### src/cvd_pkg.sv
// cvd_pkg: shared types, constants and the full-scale lookup for the
// converter-code to voltage-digits block. No dependencies.

package cvd_pkg;

   localparam int CODE_W    = 12;
   localparam int PROD_W    = 2 * CODE_W;
   localparam int DIGIT_W   = 4;
   localparam int NDIGITS   = 4;
   localparam int BCD_W     = DIGIT_W * NDIGITS;
   localparam int CHAR_W    = 6;
   localparam int DIV_STEPS = CODE_W;
   localparam int CNT_W     = $clog2(DIV_STEPS);

   localparam logic [CODE_W-1:0] MV_FULL    = 12'd3300;
   localparam logic [CHAR_W-1:0] DIGIT_BASE = 6'h30;
   localparam logic [CHAR_W-1:0] ASCII_NINE = 6'h39;

   typedef enum logic [1:0] {
      MODE_6BIT  = 2'd0,
      MODE_8BIT  = 2'd1,
      MODE_10BIT = 2'd2,
      MODE_12BIT = 2'd3
   } res_mode_type;

   // control from the sequencer to the datapath
   typedef struct packed {
      logic load;   // capture and clamp the code
      logic mult;   // scale by 3300 and seed the divider
      logic step;   // one quotient bit and one bcd shift
      logic emit;   // result moves to the output register
   } ctrl_type;

   function automatic logic [CODE_W-1:0] full_scale(input res_mode_type mode);
      logic [CODE_W-1:0] fs;
      case (mode)
         MODE_6BIT:  fs = 12'h03F;
         MODE_8BIT:  fs = 12'h0FF;
         MODE_10BIT: fs = 12'h3FF;
         MODE_12BIT: fs = 12'hFFF;
         default:    fs = 12'hFFF;
      endcase
      return fs;
   endfunction

endpackage

### src/cvd_sequencer.sv
// cvd_sequencer: small state machine that steps the shared divide unit.
// Depends on cvd_pkg.

module cvd_sequencer (
   input  logic               clock,
   input  logic               reset,
   input  logic               req_fire,
   input  logic               out_free,
   output logic               busy,
   output cvd_pkg::ctrl_type  ctrl
);

   typedef enum logic [1:0] {
      ST_IDLE,
      ST_MULT,
      ST_DIV,
      ST_DONE
   } state_type;

   state_type                   state_ff, state_in;
   logic [cvd_pkg::CNT_W-1:0]   cnt_ff, cnt_in;

   always_comb begin
      state_in  = state_ff;
      cnt_in    = cnt_ff;
      ctrl      = '0;
      busy      = 1'b1;
      case (state_ff)
         ST_IDLE: begin
            busy = 1'b0;
            if (req_fire) begin
               ctrl.load = 1'b1;
               state_in  = ST_MULT;
            end
         end
         ST_MULT: begin
            ctrl.mult = 1'b1;
            cnt_in    = '0;
            state_in  = ST_DIV;
         end
         ST_DIV: begin
            ctrl.step = 1'b1;
            cnt_in    = cnt_ff + 1'b1;
            if (cnt_ff == cvd_pkg::CNT_W'(cvd_pkg::DIV_STEPS - 1)) begin
               state_in = ST_DONE;
            end
         end
         ST_DONE: begin
            // wait here while the output register still holds an untaken result
            if (out_free) begin
               ctrl.emit = 1'b1;
               state_in  = ST_IDLE;
            end
         end
         default: begin
            state_in = ST_IDLE;
         end
      endcase
   end

   always_ff @(posedge clock) begin
      if (reset) begin
         state_ff <= ST_IDLE;
         cnt_ff   <= '0;
      end else begin
         state_ff <= state_in;
         cnt_ff   <= cnt_in;
      end
   end

endmodule

### src/cvd_datapath.sv
// cvd_datapath: clamp, 12x12 scale multiply, and a shared restoring divide
// step whose quotient bits feed a double-dabble bcd shifter. Depends on cvd_pkg.

module cvd_datapath (
   input  logic                                clock,
   input  cvd_pkg::ctrl_type                   ctrl,
   input  cvd_pkg::res_mode_type               mode,
   input  logic [cvd_pkg::CODE_W-1:0]          adc_code,
   output logic [cvd_pkg::CODE_W-1:0]          millivolts,
   output logic [cvd_pkg::BCD_W-1:0]           bcd
);

   localparam int CW = cvd_pkg::CODE_W;
   localparam int DW = cvd_pkg::DIGIT_W;

   logic [CW-1:0]               code_ff, code_in;
   logic [CW-1:0]               rem_ff, rem_in;
   logic [CW-1:0]               low_ff, low_in;
   logic [cvd_pkg::BCD_W-1:0]   bcd_ff, bcd_in;

   logic [CW-1:0]               fs;
   logic [cvd_pkg::PROD_W-1:0]  prod;
   logic [CW:0]                 trial;
   logic [CW:0]                 diff;
   logic                        qbit;
   logic [cvd_pkg::BCD_W-1:0]   bcd_adj;

   assign fs   = cvd_pkg::full_scale(mode);
   assign prod = cvd_pkg::PROD_W'(code_ff) * cvd_pkg::PROD_W'(cvd_pkg::MV_FULL);

   // shared compare-subtract: next remainder bit comes from the low half
   assign trial = {rem_ff, low_ff[CW-1]};
   assign diff  = trial - {1'b0, fs};
   assign qbit  = (trial >= {1'b0, fs});

   always_comb begin
      bcd_adj = bcd_ff;
      for (int i = 0; i < cvd_pkg::NDIGITS; i++) begin
         if (bcd_ff[i*DW +: DW] >= DW'(5)) begin
            bcd_adj[i*DW +: DW] = bcd_ff[i*DW +: DW] + DW'(3);
         end
      end
   end

   always_comb begin
      code_in = code_ff;
      rem_in  = rem_ff;
      low_in  = low_ff;
      bcd_in  = bcd_ff;
      if (ctrl.load) begin
         code_in = (adc_code > fs) ? fs : adc_code;
      end
      if (ctrl.mult) begin
         // high half is below full scale, so the quotient fits in 12 bits
         rem_in = prod[cvd_pkg::PROD_W-1:CW];
         low_in = prod[CW-1:0];
         bcd_in = '0;
      end
      if (ctrl.step) begin
         rem_in = qbit ? diff[CW-1:0] : trial[CW-1:0];
         low_in = {low_ff[CW-2:0], qbit};
         bcd_in = {bcd_adj[cvd_pkg::BCD_W-2:0], qbit};
      end
   end

   always_ff @(posedge clock) begin
      code_ff <= code_in;
      rem_ff  <= rem_in;
      low_ff  <= low_in;
      bcd_ff  <= bcd_in;
   end

   assign millivolts = low_ff;
   assign bcd        = bcd_ff;

endmodule

### src/adc_code_to_voltage_digits.sv
// adc_code_to_voltage_digits: top level with csr register, sequencer, datapath
// and output register. Depends on cvd_pkg, cvd_sequencer, cvd_datapath.
//
//  channel | direction | handshake           | payload
//  req     | in        | req_valid/req_stall | req_adc_code
//  rsp     | out       | rsp_valid/rsp_stall | rsp_millivolts, rsp_*_char
//  csr     | in        | csr_valid/csr_ready | csr_data (resolution mode)
//
// a code passes from transfer to result through a multiply step, twelve
// divide/bcd steps of the shared compare-subtract unit and a hand-off step.
// a new code is not taken while the previous one is still in the sequencer.
// reset clears the mode to 6 bit and empties the output register.
// a stalled result holds the sequencer in its last step; the next code is taken
// as soon as the result sits in the output register.

module adc_code_to_voltage_digits (
   input  logic                              clock,
   input  logic                              reset,
   input  logic                              req_valid,
   output logic                              req_stall,
   input  logic [cvd_pkg::CODE_W-1:0]        req_adc_code,
   output logic                              rsp_valid,
   input  logic                              rsp_stall,
   output logic [cvd_pkg::CODE_W-1:0]        rsp_millivolts,
   output logic [cvd_pkg::CHAR_W-1:0]        rsp_volts_char,
   output logic [cvd_pkg::CHAR_W-1:0]        rsp_tenths_char,
   output logic [cvd_pkg::CHAR_W-1:0]        rsp_hundredths_char,
   output logic [cvd_pkg::CHAR_W-1:0]        rsp_thousandths_char,
   input  logic                              csr_valid,
   output logic                              csr_ready,
   input  logic [1:0]                        csr_data
);

   localparam int DW = cvd_pkg::DIGIT_W;
   localparam int CH = cvd_pkg::CHAR_W;

   cvd_pkg::res_mode_type           mode_ff, mode_in;
   logic                            rsp_valid_ff, rsp_valid_in;
   logic [cvd_pkg::CODE_W-1:0]      mv_ff, mv_in;
   logic [cvd_pkg::BCD_W-1:0]       digits_ff, digits_in;

   cvd_pkg::ctrl_type               ctrl;
   logic                            busy;
   logic                            req_fire;
   logic                            out_free;
   logic [cvd_pkg::CODE_W-1:0]      dp_mv;
   logic [cvd_pkg::BCD_W-1:0]       dp_bcd;

   assign csr_ready = 1'b1;
   assign req_stall = busy;
   assign req_fire  = req_valid && !busy;
   assign out_free  = !rsp_valid_ff || !rsp_stall;

   cvd_sequencer u_seq (
      .clock    (clock),
      .reset    (reset),
      .req_fire (req_fire),
      .out_free (out_free),
      .busy     (busy),
      .ctrl     (ctrl)
   );

   cvd_datapath u_dp (
      .clock      (clock),
      .ctrl       (ctrl),
      .mode       (mode_ff),
      .adc_code   (req_adc_code),
      .millivolts (dp_mv),
      .bcd        (dp_bcd)
   );

   always_comb begin
      mode_in      = mode_ff;
      rsp_valid_in = rsp_valid_ff;
      mv_in        = mv_ff;
      digits_in    = digits_ff;
      if (csr_valid && csr_ready) begin
         mode_in = cvd_pkg::res_mode_type'(csr_data);
      end
      if (rsp_valid_ff && !rsp_stall) begin
         rsp_valid_in = 1'b0;
      end
      if (ctrl.emit) begin
         rsp_valid_in = 1'b1;
         mv_in        = dp_mv;
         digits_in    = dp_bcd;
      end
   end

   always_ff @(posedge clock) begin
      if (reset) begin
         mode_ff      <= cvd_pkg::MODE_6BIT;
         rsp_valid_ff <= 1'b0;
      end else begin
         mode_ff      <= mode_in;
         rsp_valid_ff <= rsp_valid_in;
      end
      mv_ff     <= mv_in;
      digits_ff <= digits_in;
   end

   assign rsp_valid            = rsp_valid_ff;
   assign rsp_millivolts       = mv_ff;
   assign rsp_volts_char       = cvd_pkg::DIGIT_BASE + CH'(digits_ff[3*DW +: DW]);
   assign rsp_tenths_char      = cvd_pkg::DIGIT_BASE + CH'(digits_ff[2*DW +: DW]);
   assign rsp_hundredths_char  = cvd_pkg::DIGIT_BASE + CH'(digits_ff[1*DW +: DW]);
   assign rsp_thousandths_char = cvd_pkg::DIGIT_BASE + CH'(digits_ff[0*DW +: DW]);

`ifndef SYNTHESIS
   a_busy_after_transfer: assert property (@(posedge clock) disable iff (reset)
      req_fire |=> req_stall)
      else $error("sequencer not busy after input transfer");

   a_no_overwrite: assert property (@(posedge clock) disable iff (reset)
      ctrl.emit |-> (!rsp_valid_ff || !rsp_stall))
      else $error("result overwrote a stalled output");

   a_mv_range: assert property (@(posedge clock) disable iff (reset)
      rsp_valid |-> (rsp_millivolts <= cvd_pkg::MV_FULL))
      else $error("millivolts above full scale");

   a_volts_digit: assert property (@(posedge clock) disable iff (reset)
      rsp_valid |-> (rsp_volts_char >= cvd_pkg::DIGIT_BASE &&
                     rsp_volts_char <= cvd_pkg::ASCII_NINE))
      else $error("volts character is not a decimal digit");
`endif

endmodule
### config.mk
export PLATFORM = sky130hd
export DESIGN_NAME = adc_code_to_voltage_digits
export DESIGN_NICKNAME = d
export VERILOG_FILES = /design/src/cvd_pkg.sv /design/src/cvd_sequencer.sv /design/src/cvd_datapath.sv /design/src/adc_code_to_voltage_digits.sv
export SDC_FILE = /design/constraint.sdc
export NUM_CORES = 1
export LEC_CHECK = 0
export BUFFER_PORTS_ARGS = -buffer_cell sky130_fd_sc_hd__buf_2
export CELL_PAD_IN_SITES_DETAIL_PLACEMENT = 1
export CELL_PAD_IN_SITES_GLOBAL_PLACEMENT = 2
export CORE_AREA = 4 4 134 136
export DETAILED_ROUTE_END_ITERATION = 16
export DIE_AREA = 0 0 138 140
export GPL_ROUTABILITY_DRIVEN = 0
export PLACE_DENSITY_LB_ADDON = 0.1
export SLEW_MARGIN = 20
export SYNTH_ARGS = -nofsm -noshare
export SYNTH_HDL_FRONTEND = slang
export SYNTH_HIERARCHICAL = 1
export SYNTH_SLANG_ARGS = --single-unit
export TNS_END_PERCENT = 100
### constraint.sdc
create_clock -name clock -period 5.5 [get_ports clock]
set_input_delay 1.65 -clock clock [delete_from_list [all_inputs] [get_ports clock]]
set_output_delay 1.65 -clock clock [all_outputs]
set_load 0.01 [all_outputs]
After elaboration in Yosys (flattened, before gate mapping). Index checks and enable logic that the tools add are counted.

Shift-type cells: 0. Multipliers: 1. $add $sub $neg: 10. Eq/ne operators: 10. Reductions and logical operators: 11. Divide/modulo/power cells: 0. Muxes and demuxes: 27. Bitwise gates (word level): 0. Magnitude comparators: 6.

Operators by type and width (number): $mux W12 (6); $pmux W12 S4 (1); $mux W16 (2); $add A5 B5 Y6 const A (4); $mul A12 B10 Y22 const B (1); $ge A4 B3 Y1 const B (4); $ge A13 B12 Y1 (1); $add A4 B2 Y4 const B (3); $gt A12 B12 Y1 (1); $mux W4 (3); $sub A12 B12 Y12 (1); $mux W1 (9); $eq A2 B2 Y1 const B (4); $pmux W2 S4 (1); $pmux W4 S2 (1); $mux W2 (3); $reduce_bool A2 Y1 (3); $add A4 B1 Y4 const B (1); $eq A2 B1 Y1 const B (2); $eq A4 B4 Y1 const B (1); $logic_not A2 Y1 (2); $ne A2 B2 Y1 const B (2); $add A3 B2 Y3 const B (1); $mux W3 (1); 5 further kinds (7).

Input port bits: 19. Memories kept: 0. Memory bits (writable): 0. Logic and storage cells: 75. Register bits: 89. Memory bits (read-only): 0. Latch bits: 0.

Longest topological paths before layout.
Depth in word-level cells: 5. Mapped depth: 17.

Cells and area by module. Netlist, hierarchy kept.

Modules (own cells, without submodules): cvd_datapath (area an instance 5331.4 sq um, cells each 520, sequential area each 1531.5 sq um, instances 1); adc_code_to_voltage_digits (area an instance 1018.5 sq um, cells each 49, sequential area each 900.9 sq um, instances 1); cvd_sequencer (area an instance 379.1 sq um, cells each 44, sequential area each 120.1 sq um, instances 1).

Worst setup path after synthesis. No wires, ideal clock.

Path type: register to register. From: reg u_dp.code_ff[1]. To: reg u_dp.rem_ff[8], data pin. Clock period less this slack: 4631 ps. Buffers on the path: 1. Setup slack: 869 ps. Arrival time: 4364 ps. Cell stages (with the launch flop): 18. Setup time: 267 ps. Cells stage by stage: edfxtp_1 -> ha_1 -> xor2_1 -> ha_1 -> a21o_1 -> fa_1 -> fa_1 -> inv_1 -> fa_1 -> inv_1 -> ha_1 -> clkbuf_1 -> a21oi_1 -> o21ai_1 -> and4_1 -> a211o_1 -> mux2i_1 -> o22ai_1.

Word-level cells in the longest chain between the ends: 3.

Ends and longest elaborated chain: from (decl) (line cvd_datapath.sv:16) `logic [CW-1:0] code_ff, code_in;`; from (signal assigned) (line cvd_datapath.sv:67) `code_ff <= code_in;`; $mul A12 B10 Y22 (line cvd_datapath.sv:29) `assign prod = cvd_pkg::PROD_W'(code_ff) * cvd_pkg::PROD_W'(cvd_pkg::MV_FULL);`; $mux W12 (line cvd_datapath.sv:53) `if (ctrl.mult) begin`; $mux W12 (line cvd_datapath.sv:59) `if (ctrl.step) begin`; net u_dp.rem_in[8] (line cvd_datapath.sv:17) `logic [CW-1:0] rem_ff, rem_in;`; to (signal assigned) (line cvd_datapath.sv:68) `rem_ff <= rem_in;`; to (decl) (line cvd_datapath.sv:17).

The timed path passes the listed nets, and every way through them passes these cells. The select of a mux whose other input is x is not followed. A chain may end at the register's enable or synchronous reset.

Worst setup path after layout. Ends and elaborated chain as after synthesis.

==> flow_summary.yaml <==
routing:
  drtIter0Drc: 158
  vias: 4566
  totalWireLength_um: 14700
  drcViolationCount: 0
  first_pass_iters: 4
  post_drt_via_cell_ratio: 5.11
  wl_per_cell_um: 16.5
  final_antenna_net_count: 0
global_route:
  antenna_found_initial: 0
  grt_pass1_vias: 5051
  grt_max_degree: 40
  grt_use_total: 0.156
  grt_pass1_wl_um: 24800
  gr-total-overflow: 0
setup_path:
  critPathTopFamily: "adder cells"
  slowest_stage: "fa_1"
  crit_type: "register to register"
  worstPathRequired_ns: 5.59
  max_stage_delay_ns: 0.56
  worst_setup_path_end_kind: "register"
  crit_buf_inv: 2
  arrival_ns: 5.03
  path_cells: "ha_1 -> xor2_1 -> ha_1 -> a21o_1 -> fa_1 -> fa_1 -> inv_1 -> fa_1 -> inv_1 -> ha_1 -> a21oi_1 -> o21ai_1 -> and4_1 -> a211o_1 -> mux2i_1 -> o22ai_1"
  crit_path_max_fanout: 7
  startpoint: "u_dp/code_ff[1]$_SDFFCE_PN1P_"
  rr_startpoint: "u_dp/code_ff[1]$_SDFFCE_PN1P_"
  start_kind: "register"
min_path:
  min_path_type: "register to register"
  hold_path_startpoint: "u_dp/millivolts[9]$_DFFE_PP_"
timing:
  hold_viol_final: 0
  tightest_slew_ns: 1.01
  maxSlewHeadroom: 0.327
  worst_clock_skew_ns: 0.00836
  totalNegativeSetupSlack_ns: 0
  drv_slew: 0
  finalSetupViolations: 0
  rsz0062_at_grt: "no"
  fin_crit_sh: 0.899
  fmaxAchievable_mhz: 202
  period_minus_slack_ns: 4.95
yosys:
  yosysSeqAreaShare: 0.379
  synth_edf_count: 79
  ys.flop_type: "edfxtp_1"
  async_flop_share: 0
  synth_largest_area_cell: "edfxtp_1"
  syn-cell-area_sq_mm: 0.00673
  synth_area_leaders: "edfxtp_1 35%, ha_1 19%, fa_1 8.6%, inv_1 3.5%, a21oi_1 2.8%"
  syn-instance-count: 613
  netlist.area_leader.share: 0.353
  syn_avg_cell_area_sq_um: 11.0
  synth_common_cells: "101 x ha_1, 79 x edfxtp_1, 63 x inv_1"
  ys_seq_elements: 88
  yosysWarningCount: 6
  synth.most_common_cell: "ha_1"
  ys_types: 60
placed_design:
  post_dp_cell_area_sq_mm: 0.00718
  port_buffers: 48
  hpwl_um: 11700
floorplan:
  rows: 48
  start_util: 0.397
  die_x_um: 138
  die_height_um: 140
  io_pins: 58
  core_area_sq_mm: 0.0169
  die_area_sq_mm: 0.0193
cts:
  clk_path_buf_depth: 2
  cts-resized-gates: 0
  clk_latency_ns: 0.35
  root_buffer: "clkbuf_16"
  cts_buffers: 9
  hold_buffers: 0
  htreeDepth: 3
  clock-sinks: 88
  cts_tree: "yes"
  cts_setup_buffers: 0
  clkTransAtPathRegs_ns: 0.07
final_layout:
  diodes: 0
  layout.nets: 812
  area_delta_synth_final_pct: 11.0
  fin_area_sq_mm: 0.00747
  drive_gt1_frac: 0.127
flow_run:
  cap_violations: 0
run_status:
  outcome: "finished, final reports clean"
[state kept, by name, summed over array words and instances, names as in the netlist]
| name | cells |
|---|---|
| u_seq/cnt_ff | 4 |
| u_seq/state_ff | 2 |
| u_dp/rem_ff | 12 |
| u_dp/millivolts | 11 |
| rsp_millivolts | 12 |
| rsp_valid | 1 |
| u_dp/bcd | 16 |
| mode_ff | 2 |
| digits_ff | 16 |
| u_dp/code_ff | 12 |
[path summary, 6_finish.rpt]
kind	to	slack, ns	depth (start not counted)
setup reg to reg	u_dp/rem_ff[8]$_DFFE_PP_	0.55	16
hold / removal	rsp_millivolts[9]$_DFFE_PP_	0.45	0
hold reg to reg	rsp_millivolts[9]$_DFFE_PP_	0.45	0
setup / recovery	u_dp/rem_ff[8]$_DFFE_PP_	0.55	16
[cell type report]
cell class / count / area [sq um]
fillers: 1885 / 9470
multi-input cells: 449 / 3840
flip-flops and latches: 88 / 2550
well taps: 225 / 282
repair buffers: 51 / 263
inverters: 64 / 240
clock buffers: 9 / 225
clock inverters: 7 / 70.1
[cell usage in the layout (no fill, tap or decap), types with 3 or more instances in the layout]
cell type  Yosys  layout
ha_1         101     101
edfxtp_1      79      79
inv_1         63      63
buf_2          0      48
a21oi_1       38      38
nor2_1        37      37
nand2_1       33      33
fa_1          29      29
o21ai_0       24      24
xor2_1        16      16
a21o_1        13      13
xnor2_1       13      13
nand2b_1      13      13
mux2i_1       12      12
nand3_1       11      11
conb_1         1       9
clkbuf_16      0       9
dfxtp_1        9       9
nand4_1        8       8
mux2_2         8       8
nor2b_1        7       7
a211oi_1       7       7
o211ai_1       6       6
nor3_1         6       6
a31oi_1        5       5
a211o_1        4       4
and3_1         4       4
inv_6          0       3
buf_4         10       3
and4_1         3       3
and2_1         3       3
o21a_1         3       3
[logic make-up (layout without fill, tap and decap cells)]
group	after synthesis	count (layout)	share of synthesized area
flops	88	88	0.379
fa+ha+maj	130	130	0.274
simple gates	140	140	0.105
xor+xnor	29	29	0.0377
other cells	1	9	0.000557
buf+inv	84	131	0.0547
compound gates	121	121	0.117
mux	20	20	0.0312
[per-stage QoR]
step,instances,hold WS (ns),worst slack (ns),util
floorplan,621,0.420,0.869,-
global route,893,0.476,0.322,0.441
finish,893,0.451,0.554,0.441
global placement,877,0.432,0.679,0.424
CTS,893,0.450,0.547,0.441
detailed placement,877,0.434,0.548,0.424
[routing by layer]
metal	share of wire	global-route usage	wire, um	vias up
li1	-	-	-	2287
met4	0.016	0.0432	231	0
met5	0	0	0	-
met2	0.50	0.277	7330	61
met3	0.024	0.0253	352	16
met1	0.46	0.197	6790	2202
Power is not shown: default switching activity piles up to over one toggle a cycle in this logic, so the estimate is an artifact.
